$ cat src/rtl/assert_macros.svh
// Assertion macros shared by the max filter RTL.
`ifndef ASSERT_MACROS_SVH
`define ASSERT_MACROS_SVH
`ifndef SYNTHESIS
// Concurrent check, switched off while reset is held.
`define MF3_ASSERT(lbl, clk, rst_n, prop, msg) \
    lbl: assert property (@(posedge clk) disable iff (!rst_n) prop) else $error(msg);
// Concurrent check that also runs through reset.
`define MF3_ASSERT_ALWAYS(lbl, clk, prop, msg) \
    lbl: assert property (@(posedge clk) prop) else $error(msg);
`else
`define MF3_ASSERT(lbl, clk, rst_n, prop, msg)
`define MF3_ASSERT_ALWAYS(lbl, clk, prop, msg)
`endif
`endif

$ cat src/rtl/mf3_pkg.sv
// Types and constants of the 3x3 max filter.
`timescale 1ns / 1ps
package mf3_pkg;

    localparam int MAX_SIDE   = 1024;
    localparam int PIXEL_BITS = 16;
    localparam int FIELD_BITS = 16;
    localparam int SIDE_BITS  = 11;
    localparam int POS_BITS   = $clog2(MAX_SIDE);
    localparam int PTR_BITS   = $clog2(MAX_SIDE);
    localparam int CNT_BITS   = 2 * $clog2(MAX_SIDE) + 1;
    localparam int DATA_BITS  = 32;
    localparam int ADDR_BITS  = 3;

    localparam int SIDE_RESET = 64;
    localparam int N_RESET    = SIDE_RESET * SIDE_RESET;

    localparam logic [0:0] REG_SIDE_LENGTH = 1'b0;

    typedef logic [PIXEL_BITS-1:0] t_pix;

    // One column of the window: rows above, centre and below.
    typedef struct packed {
        t_pix top;
        t_pix mid;
        t_pix bot;
    } t_col;

    // Which outer rows of a column lie inside the image.
    typedef struct packed {
        logic up;
        logic dn;
    } t_row_mask;

    typedef struct packed {
        t_row_mask rows;
        logic      lf;
        logic      rt;
        logic      single;
        logic      last;
    } t_s1_flags;

endpackage

$ cat src/rtl/mf3_cell.sv
// Window cell: one column of three pixels and its masked column maximum.
`timescale 1ns / 1ps
module mf3_cell (
    input  logic                i_clk,
    input  logic                i_shift,
    input  mf3_pkg::t_col       i_col,
    input  mf3_pkg::t_row_mask  i_mask,
    output mf3_pkg::t_col       o_col,
    output mf3_pkg::t_pix       o_col_max
);
    import mf3_pkg::*;

    t_col r_col;
    t_pix top_v;
    t_pix bot_v;

    always_ff @(posedge i_clk) begin
        if (i_shift) begin
            r_col <= i_col;
        end
    end

    // Rows outside the image count as zero.
    always_comb begin
        top_v = i_mask.up ? r_col.top : '0;
        bot_v = i_mask.dn ? r_col.bot : '0;
        o_col_max = r_col.mid;
        if (top_v > o_col_max) begin
            o_col_max = top_v;
        end
        if (bot_v > o_col_max) begin
            o_col_max = bot_v;
        end
    end

    assign o_col = r_col;

endmodule

$ cat config.mk
export PLATFORM = sky130hd
export DESIGN_NAME = mf3_cell
export DESIGN_NICKNAME = d
export VERILOG_FILES = /design/src/rtl/assert_macros.svh /design/src/rtl/mf3_pkg.sv /design/src/rtl/mf3_cell.sv
export SDC_FILE = /design/constraint.sdc
export NUM_CORES = 1
export LEC_CHECK = 0
export BUFFER_PORTS_ARGS = -buffer_cell sky130_fd_sc_hd__buf_2
export CAP_MARGIN = 10
export CORE_ASPECT_RATIO = 0.75
export CORE_MARGIN = 1
export CORE_UTILIZATION = 52
export CTS_CLUSTER_DIAMETER = 100
export DETAILED_ROUTE_END_ITERATION = 8
export PLACE_DENSITY = 0.81
export SETUP_SLACK_MARGIN = 0.3
export SLEW_MARGIN = 5
export SYNTH_ARGS = -nofsm -noshare
export SYNTH_HDL_FRONTEND = slang
export SYNTH_SLANG_ARGS = --single-unit
$ cat constraint.sdc
create_clock -name i_clk -period 6.69 [get_ports i_clk]
set_input_delay 0.669 -clock i_clk [delete_from_list [all_inputs] [get_ports i_clk]]
set_output_delay 0.669 -clock i_clk [all_outputs]
set_load 0.02 [all_outputs]
==> metrics.txt, run 1 <==
status complete, no violations; top cells by area, synth edfxtp_1 51%, ha_1 14%, mux2i_1 11%; startpoint types input pin; count of cell types in the netlist 31; Post-CTS Setup Inserts 0; vias in the first global route between 2000 and 2500; CTS tree built; Num Clock Sinks 48; Final Hold Vio Count 0; Peak supply drop 0.168 mV; Die W 87.0 um; Routed WL per cell 14.9 um; DR pass1 iterations 4; post-synth top area share 51.2%; port bufs approximately 120; Starting DRT DRC Count between 70 and 80; CP delay by family, top compound AO/OA/AOI/OAI gates; Power per Cell Area 227 mW/mm2; # H-tree levels 2; Int Power between 0.5 and 0.6 mW; Setup-failing EPs final 0; root buf cell clkbuf_8; CTS Buffer Depth 2; Critical Path End Type primary output; grt ovf 0; HPWL Detailed roughly 5000 um; Cell Rows 22; RSZ-0062 raised after global routing false; die height 65.7 um; CP Max Fanout 16; starting density of the core 55.9%; register bit total from synthesis 48; Pwr Total 0.802 mW; die area 0.00572 mm2; post-route ant nets 0; hold_sp i_col[1]; DRT Wirelength 6250 um; worst hold path type in -> reg; ys async rst share 0%; All-Layer GR Usage 22.9%; critical path launch point i_mask[1]; Synthesized Nets 313; antenna cell count 0; clock group share of total power 20.7%; crit share post-route 89.6%; sequential share of power 46.5%; crit path time final 5.99 ns; Mapped Area 0.00282 mm2; sw power 0.271 mW; CTS Buf Count 5; clock transition at the registers of the reported paths ~0.090 ns; Worst EP required approximately 6 ns; Resize count post-CTS 0; cell with the largest stage delay on the worst path a22oi_2; Syn Area/Cell 12.2 um2; fin nets 431; Most used DFF post-synth edfxtp_1; P_leak 1.76 nW; Sw Ratio around a third; Fmax 167 MHz; slowest stage delay, CP 0.88 ns; CP cell instances buf_2, and2_2, ha_1, nand4_2, nor4_2, o21ai_2, a41oi_4, mux2i_1, ha_1, and3_1, nand4_1, a21oi_1, a2111oi_2, a22oi_2, mux2_2, buf_2; Comb pwr share between 30% and 40%; worst-margin pin slew 1.12 ns; Vias/cell 5.10; Layout area overhead 25.3%; first-pass GRT wire length 9650 um; Ys Warns 0; Post-synth EDFFs 48; cell count after synthesis 230; post-synth top area cell edfxtp_1; post-synthesis sequential area ratio about half; arrival time worst endpoint 5.32 ns; number of max-cap violations 0; GP Congestion approximately 0.89; via count 2142; Total Neg Setup Slack 0 ns; I/O pin total 116; max FFs per register 48; relative slew slack 25.5%; Core Area 0.00504 mm2; Crit Path Category in -> out; # DRC 0; initial antenna violation count 0; Buf/Inv on CP 2; Max Slew Vio Count 0; largest net degree at the start of global routing slightly below 50; hold_buf cts 0; fraction of layout instances using a drive strength above 1 40.2%
[cell families after synthesis]
group	after synthesis	share of synthesized area (%)
compound gates	25	6.80
simple gates	56	10.9
buf+inv	37	5.60
fa+ha+maj	31	13.8
mux	32	11.4
xor+xnor	1	0.311
flops	48	51.2
[final timing paths]
check                                end  slack, ns  cells past startpoint
worst min-delay path  o_col[1]$_DFFE_PP_       0.54                      1
worst max-delay path        o_col_max[0]       0.70                     16
[per-layer routing]
| metal | GRT usage (%) | share of wire, % | vias up |
|---|---|---|---|
| met2 | 35.6 | 44 | 83 |
| met3 | 5.40 | 7.1 | 9 |
| li1 | - | - | 1058 |
| met1 | 31.8 | 47 | 992 |
| met5 | 0 | 0 | - |
| met4 | 6.88 | 1.2 | 0 |
[synthesized netlist by cell type, types with 2 or more instances]
| master | number |
|---|---|
| inv_1 | 33 |
| and3_1 | 2 |
| ha_1 | 31 |
| edfxtp_1 | 48 |
| a21o_1 | 4 |
| clkbuf_1 | 2 |
| mux2i_1 | 31 |
| a21oi_1 | 10 |
| and2_2 | 10 |
| and2_1 | 5 |
| nor2_1 | 5 |
| nor2b_1 | 2 |
| nand4_1 | 4 |
| nand2_1 | 24 |
| o21ai_0 | 3 |
[power by group through the flow]
stage / registers, mW / clock network (mW) / logic [mW]
3_5_place_dp: 0.380 / 0 / 0.262
3_3_place_gp: 0.380 / 0 / 0.255
6_report: 0.373 / 0.166 / 0.263
4_1_cts: 0.373 / 0.170 / 0.264
5_1_grt: 0.376 / 0.183 / 0.286
2_1_floorplan: 0.407 / 0 / 0.145
[through the flow]
stage          utilization (%)  setup slack [ns]  hold slack [ns]  std cells  cell area [um2]
4_1_cts                   70.1             0.683            0.531        420             3530
3_3_place_gp              68.5             0.809            0.846        413             3450
5_1_grt                   70.1             0.400            0.520        420             3530
2_1_floorplan                -              1.60            0.768        230             2820
6_report                  70.1             0.699            0.538        420             3530
3_5_place_dp              68.5             0.688            0.847        413             3450
[cells in the final DEF, fill, tap and decap left out, types with 2 or more instances in the layout]
master and instances:
mux2i_1 31, nand4_1 4, and2_1 5, a21oi_1 10, nor2b_1 2, edfxtp_1 48, buf_2 115, a21o_1 4
ha_1 31, o21ai_0 3, and2_2 10, and3_1 2, clkbuf_8 5, inv_1 33, nand2_1 24, nor2_1 5
[layout make-up]
type / count / area [um2]
Clock buffer: 5 / 68.8
Clock inverter: 2 / 12.5
Fill cell: 403 / 1510
Inverter: 33 / 124
Multi-Input combinational cell: 145 / 1220
Sequential cell: 48 / 1440
Tap cell: 72 / 90.1
Timing Repair Buffer: 115 / 576
Power figures use the tool's default switching activity.
==> run 2, diff against run 1 <==
--- a/config.mk
+++ b/config.mk
@@ -5,14 +5,15 @@
 export SDC_FILE = /design/constraint.sdc
 export NUM_CORES = 1
 export LEC_CHECK = 0
+export ABC_AREA = 1
 export BUFFER_PORTS_ARGS = -buffer_cell sky130_fd_sc_hd__buf_2
 export CAP_MARGIN = 10
 export CORE_ASPECT_RATIO = 0.75
 export CORE_MARGIN = 1
-export CORE_UTILIZATION = 52
+export CORE_UTILIZATION = 53
 export CTS_CLUSTER_DIAMETER = 100
 export DETAILED_ROUTE_END_ITERATION = 8
-export PLACE_DENSITY = 0.81
+export PLACE_DENSITY = 0.82
 export SETUP_SLACK_MARGIN = 0.3
 export SLEW_MARGIN = 5
 export SYNTH_ARGS = -nofsm -noshare
==> run 2 against run 1 <==
Against the previous run:
- synthesized cell count increased by 46%
- sequential power about the same
- core utilization decreased by 1.6 points
- hold slack got worse by 0.0057 ns
- global-route usage increased by 1.9 points
- flip-flop and latch count unchanged
- cell count increased by 25%
- critical path type unchanged
==> metrics.txt, run 2 <==
XOR/XNOR Fraction of Synth Area 0% (-0.31 points); number of max-cap violations 0 (unchanged); CP Max Fanout 17 (+1); vias in the first global route 2469 (+21%); port bufs 115 (unchanged); worst-margin pin slew 1.06 ns (-0.0609 ns); WHS Path Cells 1 (unchanged); CTS Buf Count 5 (unchanged); max FFs per register 48 (unchanged); ys async rst share 0% (unchanged); Starting DRT DRC Count 163 (+120%); Total Neg Setup Slack 0 ns (unchanged); Cell Rows 23 (+4.5%); Critical Path End Type primary output; # DRC 0 (unchanged); Most used DFF post-synth edfxtp_1; Power per Cell Area 232 mW/mm2 (+2.1%); Mapped Area 0.00300 mm2 (+6.4%); sequential share of power 43.4% (-3.1 points); HPWL Detailed 5710 um (+14%); post-synthesis sequential area ratio 48.1% (-3.1 points); Placed Instances 517 (+25%); Max Slew Vio Count 0 (unchanged); hold_buf cts 0 (unchanged); Routed WL per cell 13.5 um (-9.5%); count of cell types in the netlist 23 (-26%); Commonest cells post-synth 109 x nand2_1, 52 x inv_1, 48 x edfxtp_1, 35 x nand3_1, 31 x ha_1; main combinational cell family by area after synthesis simple AND/OR/NAND/NOR gates; All-Layer GR Usage 24.8% (+1.9 points); Ys Warns 0 (unchanged); # H-tree levels 2 (unchanged); Worst EP required 6.02 ns (about the same); startpoint types input pin; clock transition at the registers of the reported paths 0.09 ns (about the same); P_leak 2.07 nW (+18%); largest net degree at the start of global routing 49 (unchanged); worst hold path type in -> reg; relative slew slack 29.6% (+4.1 points); via count 2624 (+23%); starting density of the core 55.7% (-0.25 points); Syn Area/Cell 8.91 um2 (-27%); register bit total from synthesis 48 (unchanged); hold slack 0.532 ns (-0.00570 ns); Non-Filler Instances 525 (+25%); crit share post-route 74.4% (-15 points); root buf cell clkbuf_8; Post-Synth Adder-Cell Area 12.9% (-0.82 points); Sw Ratio 37.7% (+3.9 points); status complete, no violations; DR pass1 iterations 7 (+3); post-synth top area share 48.1% (-3.1 points); Setup-failing EPs final 0 (unchanged); post-route ant nets 0 (unchanged); CTS Buffer Depth 2 (unchanged); CTS tree built; clock group share of total power 20.2% (-0.5 points); Fmax 201 MHz (+20%); Layout area overhead 22.9%; met3 usage 7.31% (+1.9 points); DRT Wirelength 7070 um (+13%); Int Power 0.533 mW (+0.29%); count leader, synth nand2_1; Vias/cell 5.00 (-2.0%); Num Clock Sinks 48 (unchanged); Post-synth EDFFs 48 (unchanged); Compound-Gate Fraction of Synth Area 3.59% (-3.2 points); Peak supply drop 0.142 mV (-16%); I/O pin total 116 (unchanged); die area 0.00596 mm2 (+4.2%); die height 67.1 um (+2.1%); sw power 0.322 mW (+19%); GR peak layer met2; GP Congestion 0.920 (+2.9%); grt met1 use 32.9% (+1.1 points); Comb pwr share 36.4% (+3.6 points); Synthesized Nets 419 (+34%); Resize count post-CTS 0 (unchanged); arrival time worst endpoint 4.31 ns (-1.01 ns); Final Hold Vio Count 0 (unchanged); critical path launch point i_mask[1]; most common cell after layout, fill and taps aside buf_2; fin nets 532 (+23%); routing usage on met2 38.4% (+2.7 points); grt ovf 0 (unchanged); RSZ-0062 raised after global routing false; crit path to o_col_max[14]; cell count after synthesis 336 (+46%); Post-CTS Setup Inserts 0 (unchanged); first-pass GRT wire length 11000 um (+14%); mux cell area share after synthesis 0% (-11 points); post-synth top area cell edfxtp_1; initial antenna violation count 0 (unchanged); Core Area 0.00538 mm2 (+6.8%); Post-Synth Simple-Gate Area 26.4% (+15 points); antenna cell count 0 (unchanged); Crit Path Category in -> out; Die W 88.8 um (+2.1%); crit path time final 4.98 ns (-1.01 ns); most frequent cells in the layout 115 x buf_2, 109 x nand2_1, 52 x inv_1, 48 x edfxtp_1, 35 x nand3_1; top cells by area, synth edfxtp_1 48%, nand2_1 14%, ha_1 13%; fraction of layout instances using a drive strength above 1 31.3% (-8.9 points)
==> run 2: area by class of cell <==
class	instances	area [um2]
Fill cell	465	1700
Sequential cell	48	1440
Multi-Input combinational cell	226	1280
Timing Repair Buffer	115	576
Inverter	53	199
Tap cell	75	93.8
Clock buffer	5	68.8
Clock inverter	3	18.8
==> run 2: cells by family after synthesis <==
kind of cell / count (synthesis)
compound gates: 21
fa+ha+maj: 31
buf+inv: 62
flops: 48
simple gates: 174
==> run 2: how the worst min path moves through the flow <==
stage,endpoint,start
3_5_place_dp,o_col[31]$_DFFE_PP_,i_col[31]
5_1_grt,o_col[12]$_DFFE_PP_,i_col[12]
4_1_cts,o_col[12]$_DFFE_PP_,i_col[12]
2_1_floorplan,o_col[0]$_DFFE_PP_,i_col[0]
3_3_place_gp,o_col[37]$_DFFE_PP_,i_col[37]
6_report,o_col[26]$_DFFE_PP_,i_col[26]
==> run 2: stage by stage <==
stage | utilization, % | power, mW | cell area, um2 | worst slack (ns)
3_3_place_gp | 66.8 | 0.675 | 3590 | 2.02
5_1_grt | 68.4 | 0.903 | 3680 | 1.36
4_1_cts | 68.4 | 0.856 | 3680 | 1.75
2_1_floorplan | - | 0.588 | 3000 | 2.35
3_5_place_dp | 66.8 | 0.685 | 3590 | 1.84
6_report | 68.4 | 0.854 | 3680 | 1.71
==> run 2: critical path: stages <==
cell and delay [ns]:
buf_2 0.19, nand2_1 0.14, inv_1 0.06, ha_1 0.31, nand4_1 0.21, nor3_4 0.27, nand4_4 0.25, nand2_4 0.29
nand2_1 0.10, nand2_1 0.08, ha_1 0.15, nand2_1 0.09, nor4_1 0.47, nand2_1 0.12, nand2_1 0.09, nand2_2 0.19
inv_2 0.26, nand2_1 0.08, nand2_1 0.09, buf_2 0.17
==> run 2: power groups by stage <==
stage          Sequential (mW)  Combinational (mW)  Clock, mW
2_1_floorplan            0.406               0.181          0
3_3_place_gp             0.377               0.299          0
3_5_place_dp             0.377               0.308          0
4_1_cts                  0.371               0.309      0.177
5_1_grt                  0.374               0.343      0.187
6_report                 0.371               0.311      0.172
==> run 2: routing by layer <==
metal  vias to the layer above  share of wire (%)
met3                        16                9.0
met1                      1156                 46
li1                       1319                  -
met4                         0                1.8
met5                         -                  0
met2                       133                 44
